## src/rtl/lmtc_ram.sv

```systemverilog
// ----------------------------------------------------------------------------
// lmtc_ram
// Generic simple dual-port RAM with one write port and a registered read.
// ----------------------------------------------------------------------------
module lmtc_ram #(
    parameter int WIDTH = 32,
    parameter int DEPTH = 128
) (
    input  logic                     i_clk,
    input  logic                     i_we,
    input  logic [$clog2(DEPTH)-1:0] i_waddr,
    input  logic [WIDTH-1:0]         i_wdata,
    input  logic                     i_re,
    input  logic [$clog2(DEPTH)-1:0] i_raddr,
    output logic [WIDTH-1:0]         o_rdata
);

    logic [WIDTH-1:0] r_mem [DEPTH];
    logic [WIDTH-1:0] r_rdata;

    always_ff @(posedge i_clk) begin
        if (i_we) begin
            r_mem[i_waddr] <= i_wdata;
        end
        if (i_re) begin
            r_rdata <= r_mem[i_raddr];
        end
    end

    assign o_rdata = r_rdata;

endmodule

```

## config.mk

```make
export PLATFORM = sky130hd
export DESIGN_NAME = lmtc_ram
export DESIGN_NICKNAME = d
export VERILOG_FILES = /design/src/rtl/lmtc_ram.sv
export SDC_FILE = /design/constraint.sdc
export NUM_CORES = 2
export LEC_CHECK = 0
export BUFFER_PORTS_ARGS = -buffer_cell sky130_fd_sc_hd__buf_2
export CAP_MARGIN = 20
export CORE_UTILIZATION = 40
export CTS_BUF_LIST = sky130_fd_sc_hd__clkbuf_4 sky130_fd_sc_hd__clkbuf_8 sky130_fd_sc_hd__clkbuf_16
export DETAILED_ROUTE_END_ITERATION = 10
export GPL_ROUTABILITY_DRIVEN = 0
export PLACE_DENSITY = 0.5
export RECOVER_POWER = 50
export SKIP_LAST_GASP = 1
export SYNTH_ARGS = -nofsm -noshare
export SYNTH_HDL_FRONTEND = slang
export SYNTH_SLANG_ARGS = --single-unit
export TNS_END_PERCENT = 1
```

## constraint.sdc

```tcl
create_clock -name i_clk -period 11 [get_ports i_clk]
set_input_delay 1.65 -clock i_clk [delete_from_list [all_inputs] [get_ports i_clk]]
set_output_delay 1.65 -clock i_clk [all_outputs]
set_load 0.02 [all_outputs]
```

### Word level (Yosys, flattened, before mapping)

Memories as Yosys holds them, arrays and structs flattened. A register that Yosys moved wholly into a read port is not among the register bits.
Cells that the tools add are included.

| storage, ports and cells | value |
|---|---|
| output and inout port bits | 32 |
| bits in writable memories | 4096 |
| register bits after elaboration | 0 |
| memories kept | 1 |
| logic and storage cells | 3 |

| operators by class | value |
|---|---|
| multiplexer cells | 2 |

Memory list:

| memory | depth | width | rd ports | clocked after Yosys merged registers in | wr ports | line | RTL |
|---|---|---|---|---|---|---|---|
| r_mem | 128 | 32 | 1 | 1 | 1 | 18 | `logic [WIDTH-1:0] r_mem [DEPTH];` |

Operator list:

| operator | number |
|---|---|
| $mux 1 | 2 |

### Longest topological paths before layout

| depth | value |
|---|---|
| depth in word-level cells | 2 |
| mapped depth | 8 |

### Worst setup path before layout

OpenSTA, ideal clock, no wires.

| timing path | value |
|---|---|
| path kind | input to register |
| from | input i_we |
| to | memory r_mem[98][0] (enable) |
| stages | 3 |
| required time | 10539 ps |
| setup time | 461 ps |
| path slack | 6111 ps |
| arrival time | 4428 ps |
| buffers on the path | 1 |
| cell sequence | clkbuf_1 > nand4_1 > nor3_1 |

| on the way | value |
|---|---|
| longest elaborated chain between the ends | 2 |

RTL lines:

| what | line | RTL |
|---|---|---|
| from (decl) | 10 | `input logic i_we,` |
| $mux 1 | 22 | `if (i_we) begin` |
| $mux 1 (not written as such) | 23 | `r_mem[i_waddr] <= i_wdata;` |
| to (decl) | 18 |  |

Every way passes these cells.

### Worst setup path after layout

| timing path | value |
|---|---|
| from | input i_wdata[17] |
| to | memory r_mem[6][17] (data pin) |

RTL lines:

| what | line | RTL |
|---|---|---|
| from (decl) | 12 | `input logic [WIDTH-1:0] i_wdata,` |

No word-level cell before the write port.

==> metrics.md <==
| Metric | Value |
|---|---|
| Outcome | `complete, but fails checks` |
| Failing checks | `design-rule violations, max-capacitance violations, max-slew violations` |
| Max Freq | `151 MHz` |
| Yosys warns | `0` |
| Most frequent CP cell | `clkbuf_1` |
| Most frequent cell after synthesis | `edfxtp_1` |
| Least-Margin Pin Slew | `4650 ps` |
| CTS tree | `built` |
| Via count | `70600` |
| Synth top area share | `79.2%` |
| Layout Cells excl Fill | `12000` |
| Overall Global Routing Usage | `22.6%` |
| GRT overflow | `0` |
| Clk slew on worst S/H paths | `60 ps` |
| Top sig layer | `met5` |
| Antenna-violating nets left | `0` |
| Post-CTS resize count | `0` |
| Final Hold Fails | `0` |
| Worst Setup End Kind | `flop` |
| Sink Count | `4128` |
| Critical path startpoint | `i_wdata[17]` |
| Max_slew headroom | `-210%` |
| Top Family by Delay on Critical Path | `buffers and inverters` |
| DRT met1 WL | `191000 um` |
| Hold WS | `1190 ps` |
| Initial antenna violation count | `72` |
| Worst Hold Depth | `4` |
| Buf/Inv on CP | `2` |
| Dpl hpwl | `236000 um` |
| Area after DPL | `165000 um^2` |
| Htree depth | `5` |
| Post-synth EDFFs | `4128` |
| Cells after Synth | `5990` |
| Cell Pwr Density | `188 nW/um^2` |
| Layout cells sized above 1 | `35.9%` |
| Core ar. | `389000 um^2` |
| Clk buf depth | `4` |
| Die Height | `628 um` |
| Cells after DPL | `11200` |
| Asr flop ratio synth | `0%` |
| Worst R2R End | `o_rdata[29]` |
| Fin. max-slew vios | `4320` |
| Die area | `394000 um^2` |
| First-pass DRT Iterations | `8` |
| Starting DRC count in detailed routing | `8474` |
| Syn nets | `6039` |
| CP max stage delay | `2690 ps` |
| Post-synth top cells | `edfxtp_1 (4128), mux4_2 (1344), clkbuf_1 (182)` |
| #FFs+latches synth | `4128` |
| DR WL met3 | `29300 um` |
| CTS Buf Count | `431` |
| Via-to-Cell Ratio | `5.87` |
| Arrival @ worst endpoint | `6850 ps` |
| # Post-CTS Setup Buffers | `0` |
| DR WL/cell | `37.0 um` |
| Post-Route Utilization | `46.0%` |
| Dominant synthesized flop cell | `edfxtp_1` |
| Final period util | `60.2%` |
| Slowest cell on the critical path | `clkbuf_1` |
| Global-route wire length before repair | `608000 um` |
| Floorplan row count | `229` |
| Maxcap violations | `71` |
| Met2 WL post-DR | `215000 um` |
| Initial Util | `40.2%` |
| Post-route setup TNS | `0 ps` |
| RSZ-0062 raised after global routing | `false` |
| WP data required | `11230 ps` |
| Yosys cell types | `16` |
| Design area | `179000 um^2` |
| Worst min-delay path class | `flop to flop` |
| Worst Path Max Fanout | `72` |
| Synth-to-Final Area Change | `14.4%` |
| Vias in the first global route | `72200` |
| Hold wc startpoint | `r_mem[108][1]` |
| Pin count of the biggest net entering global routing | `138` |
| Post-synthesis sequential area ratio | `79.2%` |
| CTS Root Cell | `clkbuf_16` |
| Reg2reg start | `r_mem[37][29]` |
| FF-to-FF setup slack | `8180 ps` |
| Hold EP | `o_rdata[1]` |
| Top post-synthesis cells by area | `edfxtp_1 (79%), mux4_2 (19%), clkbuf_1 (0.44%)` |
| R2R depth | `4` |
| Cell taking the most area after synthesis | `edfxtp_1` |
| Port bufs | `80` |
| Net total in the final layout | `6464` |
| Leakage power | `54.4 nW` |
| Hold-fix buffers, CTS | `0` |
| Final worst path period need | `6620 ps` |
| Clock latency on the worst-skew pair | `980 ps` |
| Die Span X | `628 um` |
| Post-route DRC violation count | `8` |
| Crit path cell chain | `clkbuf_1 -> clkbuf_1` |
| I/O pins | `81` |
| Crit Path Category | `input pin to flop` |
| WL final | `445000 um` |
| Maximum VDD drop | `0.133 mV` |
| Setup crit start kind | `input pin` |
| Syn Area/Cell | `26.1 um^2` |
| Mapped Area | `157000 um^2` |
| Final setup viols | `0` |
| Skew final | `44.9 ps` |
==> logic make-up after synthesis <==
kind of cell,count (synthesis),synth area share (%)
DFF,4128,79.2
muxes,1376,19.6
and+or+nand+nor,170,0.445
buffers and inverters,316,0.837
==> routing by layer <==
layer	GRT usage, %	up-vias
met1	32.8	40200
met4	5.26	20
li1	-	27400
met5	0	-
met2	36.2	2539
met3	3.66	469
==> tightest hold or removal path, delay by kind of cell (launching register included) <==
family        cells  cell delay [ps]
flip-flops        1              310
multiplexers      4              770
==> how the worst max path moves through the flow <==
stage                               end  slack (ps)  cells past startpoint
after floorplan            r_mem[98][0]        6110                      3
after global placement       o_rdata[4]        4670                      7
after detailed placement     o_rdata[4]        4680                      7
after CTS                    o_rdata[4]        5710                      7
after global routing      r_mem[83][17]        4020                      2
final                      r_mem[6][17]        4380                      2
==> through the flow <==
| step | power, mW | worst slack (ps) |
|---|---|---|
| 6_report | 33.7 | 4380 |
| 2_1_floorplan | 18.6 | 6110 |
| 3_3_place_gp | 19.5 | 4670 |
| 3_5_place_dp | 19.5 | 4680 |
| 5_1_grt | 34.7 | 4020 |
| 4_1_cts | 34.0 | 5710 |
==> area by class of cell <==
type	instances	area, um^2
clock buffer	528	11600
sequential	4128	124000
antenna	73	183
clock inverter	257	2510
timing repair buffer	308	2130
multi-input combinational	1546	32300
fill	31700	210000
tap	5197	6500
==> registers in the layout (all words and copies together), names as in the netlist <==
name     flops
r_mem     4096
o_rdata     32
==> report_power, final <==
group	switching (mW)	internal, mW	total [mW]
combinational	1.07	0.604	1.68
sequential	0.0557	17.4	17.5
clock	6.09	8.49	14.6
==> layout by cell type (no fill, tap or decap), types with 4 or more instances in the layout <==
master and n:
buf_12 13, buf_2 39, buf_4 180, bufinv_16 43, clkbuf_1 72, clkbuf_16 436, clkbuf_4 92, clkinv_1 102
clkinv_16 4, clkinv_2 81, clkinv_8 7, clkinvlp_4 8, diode_2 73, edfxtp_1 4128, inv_6 6, mux2_2 32
mux4_2 1344, nand2_1 12, nand3_1 10, nor2_4 119, nor2b_1 7, nor3_2 8
No activity file was read; power rests on OpenSTA's default activity.
