**config.mk**
```make
export PLATFORM = sky130hd
export DESIGN_NAME = lmtc_cmp
export DESIGN_NICKNAME = d
export VERILOG_FILES = /design/src/rtl/lmtc_pkg.sv /design/src/rtl/lmtc_cmp.sv
export SDC_FILE = /design/constraint.sdc
export NUM_CORES = 1
export LEC_CHECK = 0
export BUFFER_PORTS_ARGS = -buffer_cell sky130_fd_sc_hd__buf_2
export CORE_MARGIN = 1.5
export CORE_UTILIZATION = 35
export DETAILED_ROUTE_END_ITERATION = 7
export GPL_ROUTABILITY_DRIVEN = 0
export PLACE_DENSITY = 0.91
export SYNTH_ARGS = -nofsm -noshare
export SYNTH_HDL_FRONTEND = slang
export SYNTH_SLANG_ARGS = --single-unit
```
**constraint.sdc**
```tcl
create_clock -name vclk -period 2.6
set_clock_uncertainty 0.15 [all_clocks]
set_input_delay 0.52 -clock vclk [all_inputs]
set_output_delay 0.52 -clock vclk [all_outputs]
set_load 0.01 [all_outputs]
```
**src/rtl/lmtc_pkg.sv**
```systemverilog
// ----------------------------------------------------------------------------
// lmtc_pkg
// Types, constants and codes shared by the texture cache tag store.
// ----------------------------------------------------------------------------
package lmtc_pkg;

    localparam int ENTRIES_DEF = 128;
    localparam int ID_BITS_DEF = 16;

    localparam int TEX_W      = 16;
    localparam int ORIENT_W   = 2;
    localparam int FRAME_W    = 31;
    localparam int SLOT_W     = 7;
    localparam int COUNT_W    = 32;
    localparam int CFG_DATA_W = 32;
    localparam int CFG_ADDR_W = 2;
    localparam int CFG_REG_W  = 8;

    typedef enum logic {
        CMD_LOOKUP = 1'b0,
        CMD_FLUSH  = 1'b1
    } t_cmd;

    typedef enum logic [2:0] {
        ST_CLEAR,
        ST_IDLE,
        ST_SCAN,
        ST_UPDATE,
        ST_FINISH
    } t_state;

    typedef struct packed {
        logic               empty;
        logic [FRAME_W-1:0] frame;
    } t_stamp;

    localparam int STAMP_W = $bits(t_stamp);

    localparam t_stamp STAMP_EMPTY = '{empty: 1'b1, frame: '1};

    typedef struct packed {
        logic match;
        logic lower;
    } t_cmp_res;

endpackage

```
**src/rtl/lmtc_cmp.sv**
```systemverilog
// ----------------------------------------------------------------------------
// lmtc_cmp
// Shared compare unit: key match against one entry and stamp ordering.
// ----------------------------------------------------------------------------
module lmtc_cmp import lmtc_pkg::*; #(
    parameter int KEY_W = 2 * ID_BITS_DEF + ORIENT_W
) (
    input  logic [KEY_W-1:0] i_entry_key,
    input  t_stamp           i_entry_stamp,
    input  logic [KEY_W-1:0] i_key,
    input  t_stamp           i_lowest,
    output t_cmp_res         o_res
);

    // An empty stamp stands for minus one, below every frame number.
    always_comb begin
        o_res.match = !i_entry_stamp.empty && (i_entry_key == i_key);
        if (i_entry_stamp.empty) begin
            o_res.lower = !i_lowest.empty;
        end else begin
            o_res.lower = !i_lowest.empty && (i_entry_stamp.frame < i_lowest.frame);
        end
    end

endmodule

```
Word level (Yosys, flattened, before mapping)
Cells that the tools add are included.

word-level totals
  flip-flop bits (word level) = 0
  output and inout port bits = 2
  logic and storage cells = 7

operators by class
  $lt $le $gt $ge = 1
  equality and inequality tests = 1
  mux-type cells = 1
  reduce and logical (&&, ||, !) cells = 4

operator list
  operator           count
  $eq 34x34->1       1
  $lt 31x31->1       1
  $logic_and 1x1->1  2
  $logic_not 1->1    2
  $mux 1             1

Longest topological paths before layout
Gate-level depths: netlist (run 1).

  depth in word-level cells = 3
  gate-level depth with buffers = 7
  gate-level depth less buffers = 7

Least setup slack after synthesis (run 1)
OpenSTA, ideal clock, no wires.

  kind = input to output
  from = in i_lowest[12] in the netlist's numbering
  to = out o_res[0] in the netlist's numbering
  arrival = 1,851 ps
  required time = 1,930 ps
  path slack = 79 ps
  cell stages on the path = 7
  buffers on the path = 0
  cell sequence = inv_1 -> ha_1 -> a21o_1 -> a21o_1 -> a2111oi_4 -> o41ai_1 -> a21oi_1

RTL lines
  element          RTL line        text
  start, declared  lmtc_cmp.sv:11  input t_stamp i_lowest,
  end, declared    lmtc_cmp.sv:12  output t_cmp_res o_res

==> results of run 1 <==
-- cell usage after synthesis --
library cell	instances
o21a_1	1
ha_1	30
nor2_1	5
nand2_1	7
a211oi_1	2
xor2_1	31
a21o_1	2
o21bai_1	1
nor3b_1	1
nand2b_1	1
xnor2_1	3
o41ai_1	1
o21ai_0	4
a21oi_1	9
nand3_1	4
nand4_1	4
a2111oi_4	1
o22ai_1	1
and4_1	2
a221oi_1	2
nor4_1	8
a211o_1	1
inv_1	30
nor3_1	1
-- worst paths after layout --
path / from / endpoint / slack (ns) / cells after the start
worst max-delay path: i_entry_stamp[10] / o_res[0] / 0.05 / 8
worst min-delay path: i_lowest[31] / o_res[0] / 1.27 / 5
-- layer usage --
metal,share of wire,routed length (um),vias to the layer above,global-route usage
li1,-,-,801,-
met1,0.33,1110,656,0.154
met2,0.56,1880,77,0.404
met3,0.089,298,4,0.0152
met4,0.014,48,0,0.0190
met5,0,0,-,0
-- power by group through the flow --
stage               clock, mW  combinational, mW  sequential, mW
global route                0              0.306               0
floorplan                   0              0.124               0
global placement            0              0.251               0
finish                      0              0.269               0
detailed placement          0              0.260               0
CTS                         0              0.264               0
-- area by class of cell --
type	instances	area, sq um	share of cell area
inverters	30	113	0.0589
multi-input cells	122	1060	0.557
well taps	44	55.1	0.0288
repair buffers	135	678	0.355
-- cells by family after synthesis --
| group | synth area share |
|---|---|
| AND/OR/NAND/NOR | 0.155 |
| XOR/XNOR | 0.261 |
| adder cells (fa/ha/maj) | 0.329 |
| AO/OA/AOI/OAI | 0.157 |
| buffers and inverters | 0.0987 |
-- worst max-delay path, stage by stage --
cell	delay [ns]
buf_2	0.10
ha_1	0.32
a21oi_2	0.17
nor2_1	0.08
a2111oi_4	0.30
o41ai_1	0.11
a21oi_1	0.13
buf_2	0.15
-- repair_timing --
| item | in CTS | in global routing |
|---|---|---|
| resized for setup | 2 | 7 |
| setup endpoints to repair | 1 | 1 |
| pin swaps | 3 | 4 |
==> out/qor.yml, run 1 <==
max_slew_margin: 0.806
antenna_found_initial: 0
routed_wl_um: 3350
syn_inst: 152
crit_required_ns: 1.93
yosysTopAreaCell: "ha_1"
syn_area_per_cell_sq_um: 7.51
grt_pass1_vias: 1441
final_common_cell: "buf_2"
core_area_sq_um: 3080
drive_gt1_frac: 0.498
p_leak_nw: 1.17
setup_violations: 0
clockPowerShare: 0
yosys-top-cells-area: "ha_1, xor2_1, inv_1"
fmax_mhz: 392
nNetsFinal: 451
die_w_um: 60.1
drt_iter0_markers: 25
synthToLayoutAreaGrowth_pct: 67.4
hpwl_um: 3230
synth-seq-area-share: 0
clkbuf_count: 0
num_rows: 20
finish.utilization: 0.621
synth_top_area_frac: 0.329
yosys_warnings: 0
grt_overflow: 0
layout_common_cells: "buf_2, xor2_1, inv_1, ha_1, nor4_1"
die_h_um: 60.1
hold_class: "in2out"
syn-num-nets: 314
tns_ns: 0
irDropWorstVdd_uv: 80.6
final_max_slew_viol_count: 0
netlist_area_sq_um: 1140
finalWorstSetupSlack_ns: 0.0499
seqCellArea_sq_um: 0
outcome: "complete, no violations"
die_area_sq_um: 3610
p_int_uw: 153
viasPerCell: 4.65
io_buffers: 134
n_antenna_cell: 0
holdWs_ns: 1.27
seq_cells: 0
p_comb_frac: 1.000
cp-end-kind: "output pin"
postCtsSetupBuffers: 0
layout.cells.non_filler: 331
period_share: 0.981
ctsHoldBuffers: 0
dr_total_vias: 1538
p_total_uw: 269
finalHoldViolCount: 0
grt_pass1_wl_um: 5050
netSwitchingPower_uw: 116
grt_usage: 0.174
fin_crit_ns: 2.55
drc: 0
tightest_slew_ns: 0.289
fillers: 281
ioPinCount: 134
grt_max_degree: 4
fin_area_sq_um: 1910
drt_first_pass_iters: 4
wl_per_cell_um: 10.1
dp_worst_setup_slack_ns: -0.0922
max_cap_violations: 0
swShare: 0.432
crit_type: "in2out"
p_seq_frac: 0
p_per_area_nw_per_um2: 141
initial_utilization: 0.371
synth_cell_types: 24
place_inst: 331
cp_max_fo: 2
worstPathArrival_ns: 1.88
ant_nets: 0
worstSetupStartpointType: "input pin"
rsz0062_at_grt: "true"
dpl_cell_area_sq_um: 1870
(Power assumes the default switching activity.)
==> run 2: changes to the inputs <==
--- a/config.mk
+++ b/config.mk
@@ -10,7 +10,7 @@
 export CORE_UTILIZATION = 35
 export DETAILED_ROUTE_END_ITERATION = 7
 export GPL_ROUTABILITY_DRIVEN = 0
-export PLACE_DENSITY = 0.91
+export PLACE_DENSITY = 0.93
 export SYNTH_ARGS = -nofsm -noshare
 export SYNTH_HDL_FRONTEND = slang
 export SYNTH_SLANG_ARGS = --single-unit
==> constraint.sdc (replaced) <==
create_clock -name vclk -period 2.6
set_clock_uncertainty 0.15 [all_clocks]
set_input_delay 0.52 -clock vclk [all_inputs]
set_output_delay 0.52 -clock vclk [all_outputs]
set_load 0.05 [all_outputs]
==> run 2 against run 1 <==
The run now ends with setup timing left. Global-route usage increased by 2.0 points. Maximum frequency decreased by 3.9%. Flip-flop and latch count unchanged. Combinational power increased by 9.7%. Design area increased by 4.3%. Die area unchanged. Critical path depth increased by 1. Via count increased by 1.3%. Hold slack improved by 0.031 ns. Cell count increased by 2.1%. Critical endpoint unchanged.
==> out/qor.yml, run 2 (same netlist as run 1, synthesis figures left out) <==
worstSetupStartpointType: "input pin"
p_comb_frac: 1.000  # about the same
synthToLayoutAreaGrowth_pct: 74.7
finalWorstSetupSlack_ns: -0.0530  # -0.103 ns
period_share: 1.02  # +0.0396
grt_max_degree: 4  # unchanged
outcome: "finished, violations left"
worstPathCellList: "buf_6, inv_4, ha_4, a21o_1, a21o_1, a2111oi_4, o41ai_2, a21oi_4, buf_6"
p_leak_nw: 1.21  # +3.5%
wl_per_cell_um: 10.8  # +7.2%
n_antenna_cell: 0  # unchanged
postCtsSetupBuffers: 0  # unchanged
setup_violations: 1  # +1
ant_nets: 0  # unchanged
critical_path.slowest_cell: "a2111oi_4"
core_area_sq_um: 3080  # unchanged
p_int_uw: 167  # +9.4%
fmax_mhz: 377  # -3.9%
viasPerCell: 4.61  # -0.80%
routed_wl_um: 3660  # +9.5%
die_area_sq_um: 3610  # unchanged
swShare: 0.434  # +0.00195
fin_crit_ns: 2.65  # +0.103 ns
dp_worst_setup_slack_ns: -0.300  # -0.208 ns
dr_total_vias: 1558  # +1.3%
drive_gt1_frac: 0.514  # +0.0153
critPathMaxStageDelay_ns: 0.30  # -0.02 ns
final_max_slew_viol_count: 0  # unchanged
max_slew_margin: 0.743  # -0.0622
worstPathArrival_ns: 1.98  # +0.10 ns
crit_buf_inv: 3  # +1
antenna_found_initial: 0  # unchanged
nNetsFinal: 458  # +1.6%
path_delay_family: "compound AO/OA/AOI/OAI gates"
p_total_uw: 295  # +9.8%
crit_required_ns: 1.93  # about the same
holdWs_ns: 1.31  # +0.0315 ns
cp_max_fo: 2  # unchanged
finalHoldViolCount: 0  # unchanged
drt_iter0_markers: 33  # +32%
seq_cells: 0  # unchanged
p_seq_frac: 0  # unchanged
tightest_slew_ns: 0.381  # +0.0919 ns
hold_class: "in2out"
layout.cells.non_filler: 338  # +2.1%
cp-end-kind: "output pin"
rsz0062_at_grt: "true"
clockPowerShare: 0  # unchanged
netSwitchingPower_uw: 128  # +10%
final_common_cell: "buf_2"
crit_type: "in2out"
io_buffers: 134  # unchanged
clkbuf_count: 0  # unchanged
tns_ns: -0.0530  # -0.0530 ns
initial_utilization: 0.371  # unchanged
failed_checks: "setup timing"
ioPinCount: 134  # unchanged
hpwl_um: 3510  # +8.5%
layout_common_cells: "buf_2, xor2_1, inv_1, ha_1"
seqCellArea_sq_um: 0  # unchanged
die_h_um: 60.1  # unchanged
grt_usage: 0.194  # +0.0198
irDropWorstVdd_uv: 74.4  # -7.7%
die_w_um: 60.1  # unchanged
drc: 0  # unchanged
grt_overflow: 0  # unchanged
p_per_area_nw_per_um2: 148  # +5.2%
grt_pass1_vias: 1533  # +6.4%
num_rows: 20  # unchanged
place_inst: 338  # +2.1%
drt_first_pass_iters: 4  # unchanged
max_cap_violations: 0  # unchanged
grt_pass1_wl_um: 5470  # +8.3%
## run 2: area by class of cell
class	instances	area (sq um)
Multi-Input combinational cell	122	1080
Timing Repair Buffer	142	743
Tap cell	44	55.1
Fill cell	296	1080
Inverter	30	115
## run 2: worst paths after layout
kind / depth (start not counted) / endpoint / slack, ns / startpoint
setup / recovery: 9 / o_res[0] / -0.05 / i_lowest[12]
hold / removal: 5 / o_res[0] / 1.31 / i_lowest[31]
## run 2: timing repair
| action | 4_1_cts | 5_1_grt |
|---|---|---|
| hold endpoints to repair | 0 | 0 |
| hold buffers | 0 | 0 |
| endpoints found under the setup margin | 1 | 1 |
| pin swaps | 5 | 0 |
| gates resized for setup | 7 | 2 |
## run 2: metrics by stage
stage           util  area, sq um
2_1_floorplan      -         1160
3_3_place_gp   0.634         1950
3_5_place_dp   0.634         1950
4_1_cts        0.644         1980
5_1_grt        0.648         1990
6_report       0.648         1990
## run 2: tightest hold or removal path: cells and delay by family
family          cells  cell delay (ns)
compound gates      3             0.16
buf+inv             2             0.25
## run 2: power by group through the flow
| stage | combinational (mW) | clock [mW] | sequential [mW] |
|---|---|---|---|
| after floorplan | 0.136 | 0 | 0 |
| after global placement | 0.276 | 0 | 0 |
| after detailed placement | 0.285 | 0 | 0 |
| after CTS | 0.294 | 0 | 0 |
| after global routing | 0.333 | 0 | 0 |
| final | 0.295 | 0 | 0 |
## run 2: layer usage
metal  track usage  vias to the layer above  routed length [um]
met2         0.450                       78                2140
met1         0.161                      663                1120
met3        0.0390                        2                 380
li1              -                      815                   -
met4        0.0159                        0                  25
met5             0                        -                   0
==> run 3: changes to the inputs <==
--- a/config.mk
+++ b/config.mk
@@ -10,6 +10,7 @@
 export CORE_UTILIZATION = 35
 export DETAILED_ROUTE_END_ITERATION = 7
 export GPL_ROUTABILITY_DRIVEN = 0
+export GPL_TIMING_DRIVEN = 0
 export PLACE_DENSITY = 0.93
 export SYNTH_ARGS = -nofsm -noshare
 export SYNTH_HDL_FRONTEND = slang
==> run 3 against run 2 <==
The run still ends with setup timing left. Hold slack improved by 0.013 ns. Worst setup slack better by 0.0067 ns. Sequential share of layout area unchanged. Core utilization decreased by 1.7 points. Non-clock buffer count shrank 7. First-iteration DRC count is 39% lower. Critical path depth stayed put. Design area down 2.6%. Critical path type unchanged. Largest cell class unchanged. Largest power group unchanged.
==> out/qor.yml, run 3 (same netlist as run 1, synthesis figures left out) <==
outcome: "finished, violations left"
failed_checks: "setup timing"
finalHoldViolCount: 0  # unchanged
grt_pass1_wl_um: 5580  # +2.0%
layout_common_cells: "buf_2, xor2_1, inv_1"
die_w_um: 60.1  # unchanged
fin_area_sq_um: 1940  # -2.6%
worstSetupStartpointType: "input pin"
final_common_cell: "buf_2"
seq_cells: 0  # unchanged
worstPathArrival_ns: 1.98  # about the same
min_from: "i_lowest[31]"
worstPathCellList: "buf_6, inv_4, ha_4, a21o_1, a21o_1, a2111oi_4, o41ai_2, a21oi_4, buf_6"
core_area_sq_um: 3080  # unchanged
die_area_sq_um: 3610  # unchanged
max_slew_margin: 0.746  # +0.00296
irDropWorstVdd_uv: 79.0  # +6.2%
clkbuf_count: 0  # unchanged
routed.top_layer: "met4"
nNetsFinal: 451  # -1.5%
crit_buf_inv: 3  # unchanged
routed_wl_um: 3580  # -2.3%
dr_wl_met3_um: 391  # +2.9%
dr_total_vias: 1524  # -2.2%
ant_nets: 0  # unchanged
fillers: 288  # -2.7%
num_rows: 20  # unchanged
initial_utilization: 0.371  # unchanged
n_antenna_cell: 0  # unchanged
min_to: "o_res[0]"
path_delay_family: "compound AO/OA/AOI/OAI gates"
antenna_found_initial: 0  # unchanged
viasPerCell: 4.60  # -0.11%
period_share: 1.02  # -0.00257
grt_overflow: 0  # unchanged
whs_path_depth: 5  # unchanged
drc: 0  # unchanged
cp-end-kind: "output pin"
grt_usage: 0.194  # +0.000882
dpl_cell_area_sq_um: 1890  # -3.1%
io_buffers: 134  # unchanged
dp_worst_setup_slack_ns: -0.314  # -0.0142 ns
fin_crit_ns: 2.65  # -0.00668 ns
fmax_mhz: 378  # +0.25%
finalWorstSetupSlack_ns: -0.0463  # +0.00668 ns
wl_per_cell_um: 10.8  # -0.28%
ioPinCount: 134  # unchanged
drt_iter0_markers: 20  # -39%
critical_path.slowest_cell: "a2111oi_4"
p_per_area_nw_per_um2: 144  # -2.4%
wl_met1_um: 1120  # +0.36%
die_h_um: 60.1  # unchanged
tightest_slew_ns: 0.376  # -0.00439 ns
route.met2.wl_um: 2040  # -4.7%
hpwl_um: 3450  # -1.5%
max_cap_violations: 0  # unchanged
tns_ns: -0.0463  # +0.00668 ns
rsz0062_at_grt: "true"
grt_pass1_vias: 1558  # +1.6%
seqCellArea_sq_um: 0  # unchanged
synthToLayoutAreaGrowth_pct: 70.2
cp_max_fo: 2  # unchanged
crit_required_ns: 1.93  # about the same
setup_violations: 1  # unchanged
p_leak_nw: 1.17  # -3.1%
drive_gt1_frac: 0.498  # -0.0153
multi_input_area_sq_um: 1080  # +0.12%
drt_first_pass_iters: 4  # unchanged
critPathMaxStageDelay_ns: 0.31  # about the same
crit_type: "in2out"
grt_max_degree: 4  # unchanged
hold_class: "in2out"
final_max_slew_viol_count: 0  # unchanged
-- run 3: where the power goes --
group	leakage [nW]	total, mW	switching (mW)	internal, mW
clock	0	0	0	0
sequential	0	0	0	0
combinational	1.17	0.280	0.124	0.156
-- run 3: routing by layer --
metal | vias up | track usage
met5 | - | 0
met4 | 0 | 0.0159
met2 | 76 | 0.436
met1 | 647 | 0.170
met3 | 2 | 0.0476
li1 | 799 | -
-- run 3: layout make-up --
type               count  share of cell area
multi-input cells    122               0.557
inverters             30              0.0593
repair buffers       135               0.356
well taps             44              0.0284
-- run 3: what timing repair did --
item / 4_1_cts / 5_1_grt
pin swaps: 7 / 0
hold buffers: 0 / 0
setup endpoints to repair: 1 / 1
endpoints found under the hold margin: 0 / 0
setup buffers: 1 / 0
resized for setup: 8 / 0
-- run 3: through the flow --
stage,util,std cells,total power [mW],hold slack (ns)
2_1_floorplan,-,152,0.136,1.07
6_report,0.631,331,0.280,1.32
3_5_place_dp,0.614,330,0.271,1.34
3_3_place_gp,0.614,330,0.260,1.34
4_1_cts,0.631,331,0.283,1.33
5_1_grt,0.631,331,0.319,1.35
-- run 3: how the worst max path moves through the flow --
| stage | startpoint | endpoint | slack (ns) | cells past startpoint |
|---|---|---|---|---|
| finish | i_lowest[12] | o_res[0] | -0.05 | 9 |
| global route | i_lowest[12] | o_res[0] | -0.15 | 9 |
| CTS | i_lowest[12] | o_res[0] | -0.07 | 9 |
| detailed placement | i_entry_stamp[12] | o_res[0] | -0.31 | 8 |
| global placement | i_entry_stamp[12] | o_res[0] | -0.26 | 8 |
| floorplan | i_lowest[12] | o_res[0] | -0.08 | 7 |
